$ cat src/rtl/tse_pkg.sv
// Shared types and constants for the TLS ClientHello host name extractor.
// Used by the parser, the top level and the port checker; depends on nothing.
`default_nettype none

package tse_pkg;

   localparam logic [7:0] REC_TYPE_HANDSHAKE   = 8'd22;
   localparam logic [7:0] HS_TYPE_CLIENT_HELLO = 8'd1;
   localparam logic [7:0] NAME_TYPE_HOST       = 8'd0;
   localparam int unsigned HELLO_BODY_POS      = 9;
   localparam int unsigned VERSION_RANDOM_LEN  = 34;
   localparam int unsigned RECORD_HEADER_LEN   = 5;
   localparam int unsigned MIN_NAME_EXT_LEN    = 5;

   localparam logic KIND_NAME    = 1'b0;
   localparam logic KIND_VERDICT = 1'b1;

   localparam int unsigned RSP_DEPTH = 4;
   localparam int unsigned RSP_PTR_BITS = $clog2(RSP_DEPTH);

   typedef struct packed {
      logic       result_kind;
      logic [7:0] name_byte;
      logic       sni_found;
      logic       run_last;
   } rsp_entry_type;

   typedef struct packed {
      logic       name_hit;
      logic [7:0] name_byte;
      logic       verdict;
      logic       found;
   } parse_out_type;

endpackage

`default_nettype wire

$ cat src/rtl/tse_if.sv
// Valid/ready channel interfaces for packet bytes in and result words out.
// Standalone; no package dependency.
`default_nettype none

interface tse_req_if;
   logic       valid;
   logic       ready;
   logic [7:0] data_byte;
   logic       packet_end;

   modport source (output valid, output data_byte, output packet_end, input ready);
   modport sink   (input valid, input data_byte, input packet_end, output ready);
endinterface

interface tse_rsp_if;
   logic       valid;
   logic       ready;
   logic       result_kind;
   logic [7:0] name_byte;
   logic       sni_found;
   logic       run_last;

   modport source (output valid, output result_kind, output name_byte,
                   output sni_found, output run_last, input ready);
   modport sink   (input valid, input result_kind, input name_byte,
                   input sni_found, input run_last, output ready);
endinterface

`default_nettype wire

$ cat src/rtl/tse_parser.sv
// ClientHello record parser: position, bounds and phase state, one byte per step.
// Depends on tse_pkg.
`default_nettype none

module tse_parser #(
   parameter int unsigned POSITION_BITS = 17
) (
   input  wire logic                 clock,
   input  wire logic                 reset,
   input  wire logic                 step,
   input  wire logic [7:0]           data_byte,
   input  wire logic                 packet_end,
   output tse_pkg::parse_out_type    result
);

   localparam int unsigned PW = POSITION_BITS;
   localparam int unsigned WW = POSITION_BITS + 1;
   localparam logic [PW-1:0] POS_MAX = {PW{1'b1}};
   localparam logic [WW-1:0] SESSION_START =
      WW'(tse_pkg::HELLO_BODY_POS + tse_pkg::VERSION_RANDOM_LEN);
   localparam logic [WW-1:0] MIN_RECORD_END =
      WW'(tse_pkg::HELLO_BODY_POS + tse_pkg::VERSION_RANDOM_LEN + 1);

   typedef enum logic [3:0] {
      PH_HEADER,
      PH_SESSION_LEN,
      PH_CIPHER_LEN,
      PH_COMP_LEN,
      PH_EXTS_LEN,
      PH_EXT_HEADER,
      PH_LIST_LEN,
      PH_NAME_HEADER,
      PH_NAME_BYTES,
      PH_IDLE
   } phase_type;

   phase_type     phase_ff, phase_in;
   logic [PW-1:0] pos_ff, pos_in;
   logic [PW-1:0] rec_end_ff, rec_end_in;
   logic [PW-1:0] exts_end_ff, exts_end_in;
   logic [PW-1:0] ext_end_ff, ext_end_in;
   logic [PW-1:0] list_end_ff, list_end_in;
   logic [PW-1:0] seg_end_ff, seg_end_in;
   logic [7:0]    acc_ff, acc_in;
   logic          is_name_ff, is_name_in;
   logic          complete_ff, complete_in;
   logic          failed_ff, failed_in;

   logic [WW-1:0] p_w, c_w, len_w, b_w, len_sum, b_sum;
   logic [WW-1:0] rec_w, exts_w, ext_w, list_w, seg_w;
   logic [PW-1:0] off;
   logic [15:0]   len16;
   logic          active;
   logic          name_hit;
   logic          found;

   always_comb begin
      len16   = {acc_ff, data_byte};
      p_w     = {1'b0, pos_ff};
      c_w     = p_w + WW'(1);
      len_w   = {{(WW-16){1'b0}}, len16};
      b_w     = {{(WW-8){1'b0}}, data_byte};
      len_sum = c_w + len_w;
      b_sum   = c_w + b_w;
      rec_w   = {1'b0, rec_end_ff};
      exts_w  = {1'b0, exts_end_ff};
      ext_w   = {1'b0, ext_end_ff};
      list_w  = {1'b0, list_end_ff};
      seg_w   = {1'b0, seg_end_ff};
      off     = pos_ff - seg_end_ff;
      active  = (pos_ff >= seg_end_ff);

      phase_in    = phase_ff;
      rec_end_in  = rec_end_ff;
      exts_end_in = exts_end_ff;
      ext_end_in  = ext_end_ff;
      list_end_in = list_end_ff;
      seg_end_in  = seg_end_ff;
      acc_in      = acc_ff;
      is_name_in  = is_name_ff;
      complete_in = complete_ff;
      failed_in   = failed_ff;
      name_hit    = 1'b0;

      case (phase_ff)
         PH_NAME_BYTES: begin
            name_hit = 1'b1;
            if (c_w >= seg_w) begin
               complete_in = 1'b1;
               phase_in    = PH_IDLE;
            end
         end
         PH_HEADER: begin
            if (active) begin
               if (off == PW'(0) && data_byte != tse_pkg::REC_TYPE_HANDSHAKE) begin
                  failed_in = 1'b1;
                  phase_in  = PH_IDLE;
               end else if (off == PW'(3)) begin
                  acc_in = data_byte;
               end else if (off == PW'(4)) begin
                  rec_end_in = PW'(tse_pkg::RECORD_HEADER_LEN) + PW'(len16);
               end else if (off == PW'(5) && data_byte != tse_pkg::HS_TYPE_CLIENT_HELLO) begin
                  failed_in = 1'b1;
                  phase_in  = PH_IDLE;
               end else if (off >= PW'(8)) begin
                  if (rec_w < MIN_RECORD_END) begin
                     failed_in = 1'b1;
                     phase_in  = PH_IDLE;
                  end else begin
                     seg_end_in = SESSION_START[PW-1:0];
                     phase_in   = PH_SESSION_LEN;
                  end
               end
            end
         end
         PH_SESSION_LEN, PH_COMP_LEN: begin
            if (active) begin
               if (b_sum + WW'(2) > rec_w) begin
                  failed_in = 1'b1;
                  phase_in  = PH_IDLE;
               end else begin
                  seg_end_in = b_sum[PW-1:0];
                  phase_in   = (phase_ff == PH_SESSION_LEN) ? PH_CIPHER_LEN : PH_EXTS_LEN;
               end
            end
         end
         PH_CIPHER_LEN: begin
            if (active) begin
               if (off == PW'(0)) begin
                  acc_in = data_byte;
               end else if (len_sum + WW'(1) > rec_w) begin
                  failed_in = 1'b1;
                  phase_in  = PH_IDLE;
               end else begin
                  seg_end_in = len_sum[PW-1:0];
                  phase_in   = PH_COMP_LEN;
               end
            end
         end
         PH_EXTS_LEN: begin
            if (active) begin
               if (off == PW'(0)) begin
                  acc_in = data_byte;
               end else begin
                  exts_end_in = len_sum[PW-1:0];
                  if (len_sum > rec_w) begin
                     failed_in = 1'b1;
                     phase_in  = PH_IDLE;
                  end else begin
                     seg_end_in = c_w[PW-1:0];
                     phase_in   = PH_EXT_HEADER;
                  end
               end
            end
         end
         PH_EXT_HEADER: begin
            if (active) begin
               if (off == PW'(0)) begin
                  if (p_w + WW'(4) > exts_w) begin
                     failed_in = 1'b1;
                     phase_in  = PH_IDLE;
                  end else begin
                     acc_in = data_byte;
                  end
               end else if (off == PW'(1)) begin
                  is_name_in = (len16 == 16'd0);
               end else if (off == PW'(2)) begin
                  acc_in = data_byte;
               end else if (len_sum > exts_w) begin
                  failed_in = 1'b1;
                  phase_in  = PH_IDLE;
               end else begin
                  ext_end_in = len_sum[PW-1:0];
                  if (is_name_ff && len16 >= 16'(tse_pkg::MIN_NAME_EXT_LEN)) begin
                     seg_end_in = c_w[PW-1:0];
                     phase_in   = PH_LIST_LEN;
                  end else begin
                     seg_end_in = len_sum[PW-1:0];
                  end
               end
            end
         end
         PH_LIST_LEN: begin
            if (active) begin
               if (off == PW'(0)) begin
                  acc_in = data_byte;
               end else begin
                  list_end_in = len_sum[PW-1:0];
                  if (len_sum > ext_w) begin
                     failed_in = 1'b1;
                     phase_in  = PH_IDLE;
                  end else begin
                     seg_end_in = c_w[PW-1:0];
                     phase_in   = PH_NAME_HEADER;
                  end
               end
            end
         end
         PH_NAME_HEADER: begin
            if (active) begin
               if (off == PW'(0)) begin
                  if (p_w + WW'(3) > list_w) begin
                     // list exhausted: resume the extension walk at this extension's end
                     seg_end_in = ext_end_ff;
                     phase_in   = PH_EXT_HEADER;
                     if (pos_ff == ext_end_ff) begin
                        if (p_w + WW'(4) > exts_w) begin
                           failed_in = 1'b1;
                           phase_in  = PH_IDLE;
                        end else begin
                           acc_in = data_byte;
                        end
                     end
                  end else begin
                     is_name_in = (data_byte == tse_pkg::NAME_TYPE_HOST);
                  end
               end else if (off == PW'(1)) begin
                  acc_in = data_byte;
               end else if (len_sum > list_w) begin
                  failed_in = 1'b1;
                  phase_in  = PH_IDLE;
               end else begin
                  seg_end_in = len_sum[PW-1:0];
                  if (is_name_ff && len16 != 16'd0) begin
                     phase_in = PH_NAME_BYTES;
                  end
               end
            end
         end
         default: begin
         end
      endcase

      pos_in = (pos_ff == POS_MAX) ? pos_ff : pos_ff + PW'(1);
      found  = complete_in && !failed_in && (pos_in >= rec_end_in);

      result.name_hit  = name_hit;
      result.name_byte = data_byte;
      result.verdict   = packet_end;
      result.found     = found;
   end

   always_ff @(posedge clock) begin
      if (reset || (step && packet_end)) begin
         phase_ff    <= PH_HEADER;
         pos_ff      <= '0;
         rec_end_ff  <= '0;
         exts_end_ff <= '0;
         ext_end_ff  <= '0;
         list_end_ff <= '0;
         seg_end_ff  <= '0;
         acc_ff      <= '0;
         is_name_ff  <= 1'b0;
         complete_ff <= 1'b0;
         failed_ff   <= 1'b0;
      end else if (step) begin
         phase_ff    <= phase_in;
         pos_ff      <= pos_in;
         rec_end_ff  <= rec_end_in;
         exts_end_ff <= exts_end_in;
         ext_end_ff  <= ext_end_in;
         list_end_ff <= list_end_in;
         seg_end_ff  <= seg_end_in;
         acc_ff      <= acc_in;
         is_name_ff  <= is_name_in;
         complete_ff <= complete_in;
         failed_ff   <= failed_in;
      end
   end

endmodule

`default_nettype wire

$ cat src/rtl/tls_sni_extractor_core.sv
// Top level of the TLS ClientHello host name extractor: input word register,
// parser and a small result queue. Depends on tse_pkg, tse_if and tse_parser.
//
//   channel   dir  payload                                          handshake
//   req_chan  in   data_byte[7:0], packet_end                       valid/ready
//   rsp_chan  out  result_kind, name_byte[7:0], sni_found, run_last valid/ready
//
// One packet byte is taken per cycle while the result queue has room; the byte is registered
// first, and its words are written into the queue when the parser steps on it.
// A byte yields zero, one or two words: a host name byte, a verdict, or both.
// The parser steps only when the four-entry result queue has room for two words.
// Synchronous reset empties the input register and the queue and restarts the parse.
`default_nettype none

module tls_sni_extractor_core #(
   parameter int unsigned POSITION_BITS = 17
) (
   input  wire logic     clock,
   input  wire logic     reset,
   tse_req_if.sink       req_chan,
   tse_rsp_if.source     rsp_chan
);

   localparam int unsigned PB = tse_pkg::RSP_PTR_BITS;
   localparam int unsigned CB = tse_pkg::RSP_PTR_BITS + 1;

   logic                   in_valid_ff;
   logic [7:0]             in_byte_ff;
   logic                   in_end_ff;
   tse_pkg::rsp_entry_type queue_ff [tse_pkg::RSP_DEPTH];
   logic [PB-1:0]          wr_ptr_ff, wr_ptr_in;
   logic [PB-1:0]          rd_ptr_ff, rd_ptr_in;
   logic [CB-1:0]          count_ff, count_in;
   logic [PB-1:0]          second_idx;
   logic                   step;
   logic                   pop;
   tse_pkg::parse_out_type parse_out;
   tse_pkg::rsp_entry_type name_word;
   tse_pkg::rsp_entry_type verdict_word;
   tse_pkg::rsp_entry_type head;

   tse_parser #(
      .POSITION_BITS (POSITION_BITS)
   ) u_parser (
      .clock      (clock),
      .reset      (reset),
      .step       (step),
      .data_byte  (in_byte_ff),
      .packet_end (in_end_ff),
      .result     (parse_out)
   );

   always_comb begin
      step           = in_valid_ff && (count_ff <= CB'(tse_pkg::RSP_DEPTH - 2));
      pop            = (count_ff != '0) && rsp_chan.ready;
      req_chan.ready = !in_valid_ff || step;

      name_word.result_kind    = tse_pkg::KIND_NAME;
      name_word.name_byte      = parse_out.name_byte;
      name_word.sni_found      = 1'b0;
      name_word.run_last       = !parse_out.verdict;
      verdict_word.result_kind = tse_pkg::KIND_VERDICT;
      verdict_word.name_byte   = 8'd0;
      verdict_word.sni_found   = parse_out.found;
      verdict_word.run_last    = 1'b1;

      second_idx = wr_ptr_ff + PB'(parse_out.name_hit);
      wr_ptr_in  = wr_ptr_ff;
      count_in   = count_ff - CB'(pop);
      if (step) begin
         wr_ptr_in = wr_ptr_ff + PB'(parse_out.name_hit) + PB'(parse_out.verdict);
         count_in  = count_in + CB'(parse_out.name_hit) + CB'(parse_out.verdict);
      end
      rd_ptr_in = rd_ptr_ff + PB'(pop);

      head                 = queue_ff[rd_ptr_ff];
      rsp_chan.valid       = (count_ff != '0);
      rsp_chan.result_kind = head.result_kind;
      rsp_chan.name_byte   = head.name_byte;
      rsp_chan.sni_found   = head.sni_found;
      rsp_chan.run_last    = head.run_last;
   end

   always_ff @(posedge clock) begin
      if (reset) begin
         in_valid_ff <= 1'b0;
         wr_ptr_ff   <= '0;
         rd_ptr_ff   <= '0;
         count_ff    <= '0;
      end else begin
         if (req_chan.ready) begin
            in_valid_ff <= req_chan.valid;
         end
         wr_ptr_ff <= wr_ptr_in;
         rd_ptr_ff <= rd_ptr_in;
         count_ff  <= count_in;
      end
      if (req_chan.valid && req_chan.ready) begin
         in_byte_ff <= req_chan.data_byte;
         in_end_ff  <= req_chan.packet_end;
      end
      if (step && parse_out.name_hit) begin
         queue_ff[wr_ptr_ff] <= name_word;
      end
      if (step && parse_out.verdict) begin
         queue_ff[second_idx] <= verdict_word;
      end
   end

endmodule

`default_nettype wire

$ cat src/flat_wrapper.sv
// flat-port wrapper written by rule: the top's interface ports become plain ports
module tls_sni_extractor_core_flat 
#(
   parameter int unsigned POSITION_BITS = 17
)
  (clock, reset, req_chan_valid, req_chan_data_byte, req_chan_packet_end, req_chan_ready, rsp_chan_valid, rsp_chan_result_kind, rsp_chan_name_byte, rsp_chan_sni_found, rsp_chan_run_last, rsp_chan_ready);
  tse_req_if req_chan_i ();
  tse_rsp_if rsp_chan_i ();
  input  wire logic clock;
  input  wire logic reset;
  input wire logic [$bits(req_chan_i.valid)-1:0] req_chan_valid;
  input wire logic [$bits(req_chan_i.data_byte)-1:0] req_chan_data_byte;
  input wire logic [$bits(req_chan_i.packet_end)-1:0] req_chan_packet_end;
  output wire logic [$bits(req_chan_i.ready)-1:0] req_chan_ready;
  output wire logic [$bits(rsp_chan_i.valid)-1:0] rsp_chan_valid;
  output wire logic [$bits(rsp_chan_i.result_kind)-1:0] rsp_chan_result_kind;
  output wire logic [$bits(rsp_chan_i.name_byte)-1:0] rsp_chan_name_byte;
  output wire logic [$bits(rsp_chan_i.sni_found)-1:0] rsp_chan_sni_found;
  output wire logic [$bits(rsp_chan_i.run_last)-1:0] rsp_chan_run_last;
  input wire logic [$bits(rsp_chan_i.ready)-1:0] rsp_chan_ready;
  assign req_chan_i.valid = req_chan_valid;
  assign req_chan_i.data_byte = req_chan_data_byte;
  assign req_chan_i.packet_end = req_chan_packet_end;
  assign req_chan_ready = req_chan_i.ready;
  assign rsp_chan_valid = rsp_chan_i.valid;
  assign rsp_chan_result_kind = rsp_chan_i.result_kind;
  assign rsp_chan_name_byte = rsp_chan_i.name_byte;
  assign rsp_chan_sni_found = rsp_chan_i.sni_found;
  assign rsp_chan_run_last = rsp_chan_i.run_last;
  assign rsp_chan_i.ready = rsp_chan_ready;
  tls_sni_extractor_core #(.POSITION_BITS(POSITION_BITS)) u_core (.clock(clock), .reset(reset), .req_chan(req_chan_i), .rsp_chan(rsp_chan_i));
endmodule
$ cat config.mk
export PLATFORM = sky130hd
export DESIGN_NAME = tls_sni_extractor_core_flat
export DESIGN_NICKNAME = d
export VERILOG_FILES = /design/src/rtl/tse_pkg.sv /design/src/rtl/tse_if.sv /design/src/rtl/tse_parser.sv /design/src/rtl/tls_sni_extractor_core.sv /design/src/flat_wrapper.sv
export SDC_FILE = /design/constraint.sdc
export NUM_CORES = 1
export LEC_CHECK = 0
export BUFFER_PORTS_ARGS = -buffer_cell sky130_fd_sc_hd__buf_2
export CELL_PAD_IN_SITES_DETAIL_PLACEMENT = 0
export CELL_PAD_IN_SITES_GLOBAL_PLACEMENT = 1
export CORE_MARGIN = 1
export CORE_UTILIZATION = 45
export CTS_BUF_LIST = sky130_fd_sc_hd__clkbuf_8 sky130_fd_sc_hd__clkbuf_16
export DETAILED_ROUTE_END_ITERATION = 8
export PLACE_DENSITY_LB_ADDON = 0.1
export SYNTH_ARGS = -nofsm -noshare
export SYNTH_HDL_FRONTEND = slang
export SYNTH_SLANG_ARGS = --single-unit
$ cat constraint.sdc
create_clock -name clock -period 6.46 [get_ports clock]
set_clock_uncertainty 0.05 [all_clocks]
set_input_delay 0.323 -clock clock [delete_from_list [all_inputs] [get_ports clock]]
set_output_delay 0.323 -clock clock [all_outputs]
set_load 0.05 [all_outputs]
Word-level counts from Yosys, hierarchy flattened
Memories as Yosys holds them, arrays and structs flattened. A register that Yosys moved wholly into a read port is not among the register bits.
Cells that the tools add are included.
- register bits after elaboration: 134
- bits in writable memories: 44
- bits of input ports: 13
- logic and storage cells: 285
- memories: 1
- memories (memory ; depth ; bits a word ; rd ports ; clocked after memory_dff ; write ports ; RTL line ; source):
    u_core.queue_ff ; 4 ; 11 ; 1 ; 1 ; 2 ; tls_sni_extractor_core.sv:30 ; tse_pkg::rsp_entry_type queue_ff [tse_pkg::RSP_DEPTH];
- add/subtract/negate cells: 16
- $lt $le $gt $ge: 15
- equal/unequal tests: 62
- mux-type cells: 135
- bitwise gates (word level): 4
- reductions and logical operators: 35
- operator list (cell ; number):
    17-bit two-way mux ; 35
    18-bit by 17-bit greater-than comparator with 1-bit output ; 8
    4-bit two-way mux ; 34
    8-bit two-way mux ; 15
    17-bit one-hot mux with 7 select lines ; 1
    2-bit inequality test (second input constant) ; 29
    1-bit two-way mux ; 43
    17-bit by 2-bit equality test with 1-bit output (second input constant) ; 2
    17-bit by 3-bit equality test with 1-bit output (second input constant) ; 2
    17-bit greater-or-equal comparator ; 2
    3-bit inequality test (second input constant) ; 11
    4-bit one-hot mux with 8 select lines ; 1
    8-bit one-hot mux with 4 select lines ; 1
    29-bit AND reduction ; 1
    23-bit AND reduction ; 1
    17-bit by 1-bit adder with 18-bit output (second input constant) ; 1
    17-bit by 2-bit adder with 18-bit output (second input constant) ; 1
    17-bit by 3-bit adder with 18-bit output (second input constant) ; 1
    18-bit by 1-bit adder with 18-bit output (second input constant) ; 1
    18-bit by 16-bit adder with 18-bit output ; 1
    18-bit by 2-bit adder with 18-bit output (second input constant) ; 1
    18-bit by 8-bit adder with 18-bit output ; 1
    18-bit by 17-bit greater-or-equal comparator with 1-bit output ; 1
    17-bit by 1-bit adder with 17-bit output (second input constant) ; 1
    other kinds (44) ; 72

Logic depth before layout (Yosys ltp)
- depth after elaboration: 12
- depth in mapped cells: 28
- depth with buffers taken out: 26

By module
From an unflattened synthesis, not the netlist that was laid out.
- cell total of the unflattened synthesis: 2148
- area, all modules: 17421.7 sq um
- modules (own cells, without submodules) (module ; times used ; cells each ; area each (sq um) ; seq. area each (sq um)):
    tse_parser ; 1 ; 1863 ; 14372.5 ; 2342.2
    tls_sni_extractor_core ; 1 ; 285 ; 3049.2 ; 1351.3

Least setup slack after synthesis
OpenSTA, ideal clock, no wires.
- kind: register -> register
- start: register u_core.u_parser.pos_ff[1]
- end: memory u_core.queue_ff[2][1] (netlist name) (data pin)
- arrival: 6.235 ns
- slack: 0.018 ns
- stages on the path, launching flop included: 25
- path through: dfxtp_1 -> ha_1 -> clkbuf_1 -> nand3_1 -> xnor2_1 -> clkbuf_1 -> ha_1 -> clkbuf_1 -> a21o_1 -> a31o_2 -> a31oi_1 -> xnor2_1 -> nand2_1 -> or4_1 -> or3b_1 -> xnor2_1 -> ha_1 -> nand3_1 -> or3_1 -> o41ai_1 -> o211ai_1 -> o21bai_1 -> o21ai_0 -> a41oi_2 -> nor3_1
- RTL lines (what ; RTL line ; source):
    start, declared ; tse_parser.sv:38 ; logic [PW-1:0] pos_ff, pos_in;
    start signal, assigned ; tse_parser.sv:258 ; pos_ff <= pos_in;
    end, declared ; tls_sni_extractor_core.sv:30 ;

==> metrics <==
RSZ-0062 raised after global routing no; Rows 70; main flop type after synthesis dfxtp_1; VDD IR max 368 µV; max incr delay on CP 0.47 ns; Final Hold Viols 0; initial antenna violation count 0; asr flop ratio synth 0; launch point of the worst reg-to-reg path u_core.u_parser.pos_ff[6]$_SDFFE_PP0P_; LEAKAGE 8.10 nW; H-tree levels 4; Worst Setup SP u_core.u_parser.pos_ff[6]$_SDFFE_PP0P_; worst-path fanout max 13; via count 16400; largest net degree at the start of global routing 71; die height 195 µm; net count after synthesis 2358; Critical R2R Capture u_core.queue_ff[1][1]$_DFFE_PP_; CP Data Required Time 6.70 ns; die area 38000 µm²; clk sink count 178; Arrival @ worst endpoint 6.37 ns; Ys Warns 0; max-cap violations 0; Final HPWL DP 50300 µm; Placed Instances 2622; #FFs+latches synth 178; Period Utilization, post-route 0.949; Routed Antenna Nets 0; fin nets 2422; Pwr Density 337 nW/µm²; Slowest-stage cell, CP a221o_1; flop2flop setup slack 0.33 ns; grt total ovfl 0; Cell Area, Synth 16800 µm²; TritonCTS Buffers 17; routed len/inst 24.1 µm; initial drt markers 1643; Setup crit start kind register; crit end category register; vias in the first global route 15500; Post-DP Area 18000 µm²; outcome finished clean; critical path class reg2reg; first-pass GRT wire length 96300 µm; Seq/Total Area, Yosys 0.220; number of buffer cells added on primary ports 25; Clk Latency, worst-skew pair 0.47 ns; pre-CTS WS -0.110 ns; drt pass-1 iters 6; DIE WIDTH 195 µm; Mapped Cells 2118; Mapped Avg Cell Area 7.91 µm²; Synth top area share 0.197; Post-synth top cells nand2_1 (242), ha_1 (224), nor2_1 (190), dfxtp_1 (165), a21oi_1 (162); I/O Pins 26; gpl congestion 1.03; Pins Over Slew Limit 0; layout cell share with drive strength beyond 1 0.127; DRC Markers 0; Hold Crit Class in2reg; worst setup path endpoint u_core.queue_ff[1][1]$_DFFE_PP_; highest clock rate 0.163 GHz; Tmin final 6.13 ns; cell with the most instances after synthesis nand2_1; area grow syn2layout 12.8%; root buffer cell clkbuf_16; core area 36600 µm²; Yosys top cell by area dfxtp_1; vias per cell 6.14; CTS tree yes; Initial Utilization 0.458; Tightest Pin Transition 1.24 ns; Final Util 0.516; fin area 18900 µm²; clock edge transition at the registers on the reported setup and hold paths 0.08 ns; Yosys cell types 91; Max clock buf depth 2; PnR worst setup slack 0.332 ns; hold slack 0.0151 ns; largest cells by area after synthesis dfxtp_1 (20%), ha_1 (17%), nand2_1 (5.4%); # setup viols final 0; gr usage total 0.337; Post-synth EDFFs 13; Post-Layout Cell Count 2664; crit path cell chain buf_4 -> and3_1 -> nand2_1 -> xnor2_1 -> buf_4 -> ha_1 -> and3_1 -> a221o_1 -> and4_1 -> nor3_1 -> nand4b_1 -> nor4_1 -> xnor2_1 -> ha_1 -> nor3b_1 -> a31oi_1 -> nor2_1 -> o22ai_1 -> a211oi_1 -> o31a_1 -> o311a_1 -> a41oi_2 -> nor3_1; worst reg2reg path depth 23; Post-Route WL 64200 µm; Relative slew margins 0.168
==> per-stage QoR <==
step           TNS [ns]  power [mW]
6_report              0        6.37
5_1_grt               0        6.73
2_1_floorplan         0        3.88
3_3_place_gp          0        5.10
4_1_cts               0        6.23
3_5_place_dp      -1.54        5.10
==> power by group <==
part,internal [mW],switching [mW],leakage [nW]
clock network,0.544,0.569,0.299
logic,1.48,2.40,6.34
registers,1.22,0.156,1.46
==> kinds of logic (layout without fill, tap and decap cells) <==
| logic type | count (synthesis) | after routing | synth area share |
|---|---|---|---|
| AND/OR/NAND/NOR | 753 | 753 | 0.218 |
| AO/OA/AOI/OAI | 484 | 484 | 0.191 |
| buffers and inverters | 229 | 306 | 0.0537 |
| adder cells (fa/ha/maj) | 227 | 227 | 0.171 |
| flip-flops | 178 | 178 | 0.220 |
| XOR/XNOR | 157 | 157 | 0.0830 |
| multiplexers | 90 | 90 | 0.0630 |
| other | 0 | 1 | 0 |
==> registers in the layout (all words and copies together), names as in the netlist, 8 cells and up <==
name / count
u_core.queue_ff: 44
u_core.in_byte_ff: 8
u_core.u_parser.rec_end_ff: 17
u_core.u_parser.exts_end_ff: 17
u_core.u_parser.ext_end_ff: 17
u_core.u_parser.acc_ff: 8
u_core.u_parser.list_end_ff: 17
u_core.u_parser.pos_ff: 17
u_core.u_parser.seg_end_ff: 17
==> repair_timing <==
item / in CTS / in global routing
resized for setup: 2 / 42
endpoints found under the hold margin: 6 / 0
buffers inserted: 0 / 3
endpoints found under the setup margin: 21 / 41
pin swaps: 0 / 8
hold buffers: 6 / 0
==> layout make-up <==
class	count	area, µm²
Antenna cell	1	2.50
Clock buffer	18	450
Clock inverter	14	159
Fill cell	3549	17700
Inverter	122	458
Multi-Input combinational cell	1711	12400
Sequential cell	178	3700
Tap cell	468	586
Timing Repair Buffer	152	1140
==> worst max-delay path, delay by kind of cell, from the launching register on <==
kind	cells	cell delay (ns)
flops	1	0.34
fa+ha+maj	2	0.66
buf+inv	2	0.43
compound gates	7	1.72
xor+xnor	2	0.39
simple gates	10	2.35
==> metal layers <==
metal,global-route usage,wire [µm],up-vias
met5,0,0,-
met4,0.147,2840,0
met3,0.0503,4810,135
met2,0.532,28400,625
met1,0.455,28100,7859
li1,-,-,7738
==> worst min path at each step <==
stage,startpoint,to,slack (ns),cells after the start
finish,req_chan_data_byte[6],u_core.in_byte_ff[6]$_DFFE_PP_,0.02,1
global route,req_chan_data_byte[2],u_core.in_byte_ff[2]$_DFFE_PP_,0.006,1
detailed placement,u_core.queue_ff[2][10]$_SDFFE_PP1P_,u_core.queue_ff[2][10]$_SDFFE_PP1P_,0.39,2
floorplan,u_core.queue_ff[3][10]$_SDFFE_PP1P_,u_core.queue_ff[3][10]$_SDFFE_PP1P_,0.37,1
global placement,u_core.queue_ff[0][10]$_SDFFE_PP1P_,u_core.queue_ff[0][10]$_SDFFE_PP1P_,0.39,1
CTS,req_chan_data_byte[2],u_core.in_byte_ff[2]$_DFFE_PP_,0.009,1
==> cells in the final DEF (no fill, tap or decap), types with 20 or more instances in the layout <==
cell	instances
a211oi_1	29
nor2b_1	26
nor4_1	20
a21o_1	61
nand2_1	242
a21oi_1	157
o21ai_0	70
inv_1	120
mux2i_1	65
nor2_1	189
nand2b_1	21
xor2_1	60
ha_1	221
nor3_1	44
buf_2	25
xnor2_1	88
dfxtp_1	163
buf_4	115
nand3_1	50
nand4_1	40
and3_1	30
Note: power is estimated with default switching activity, not from simulation.
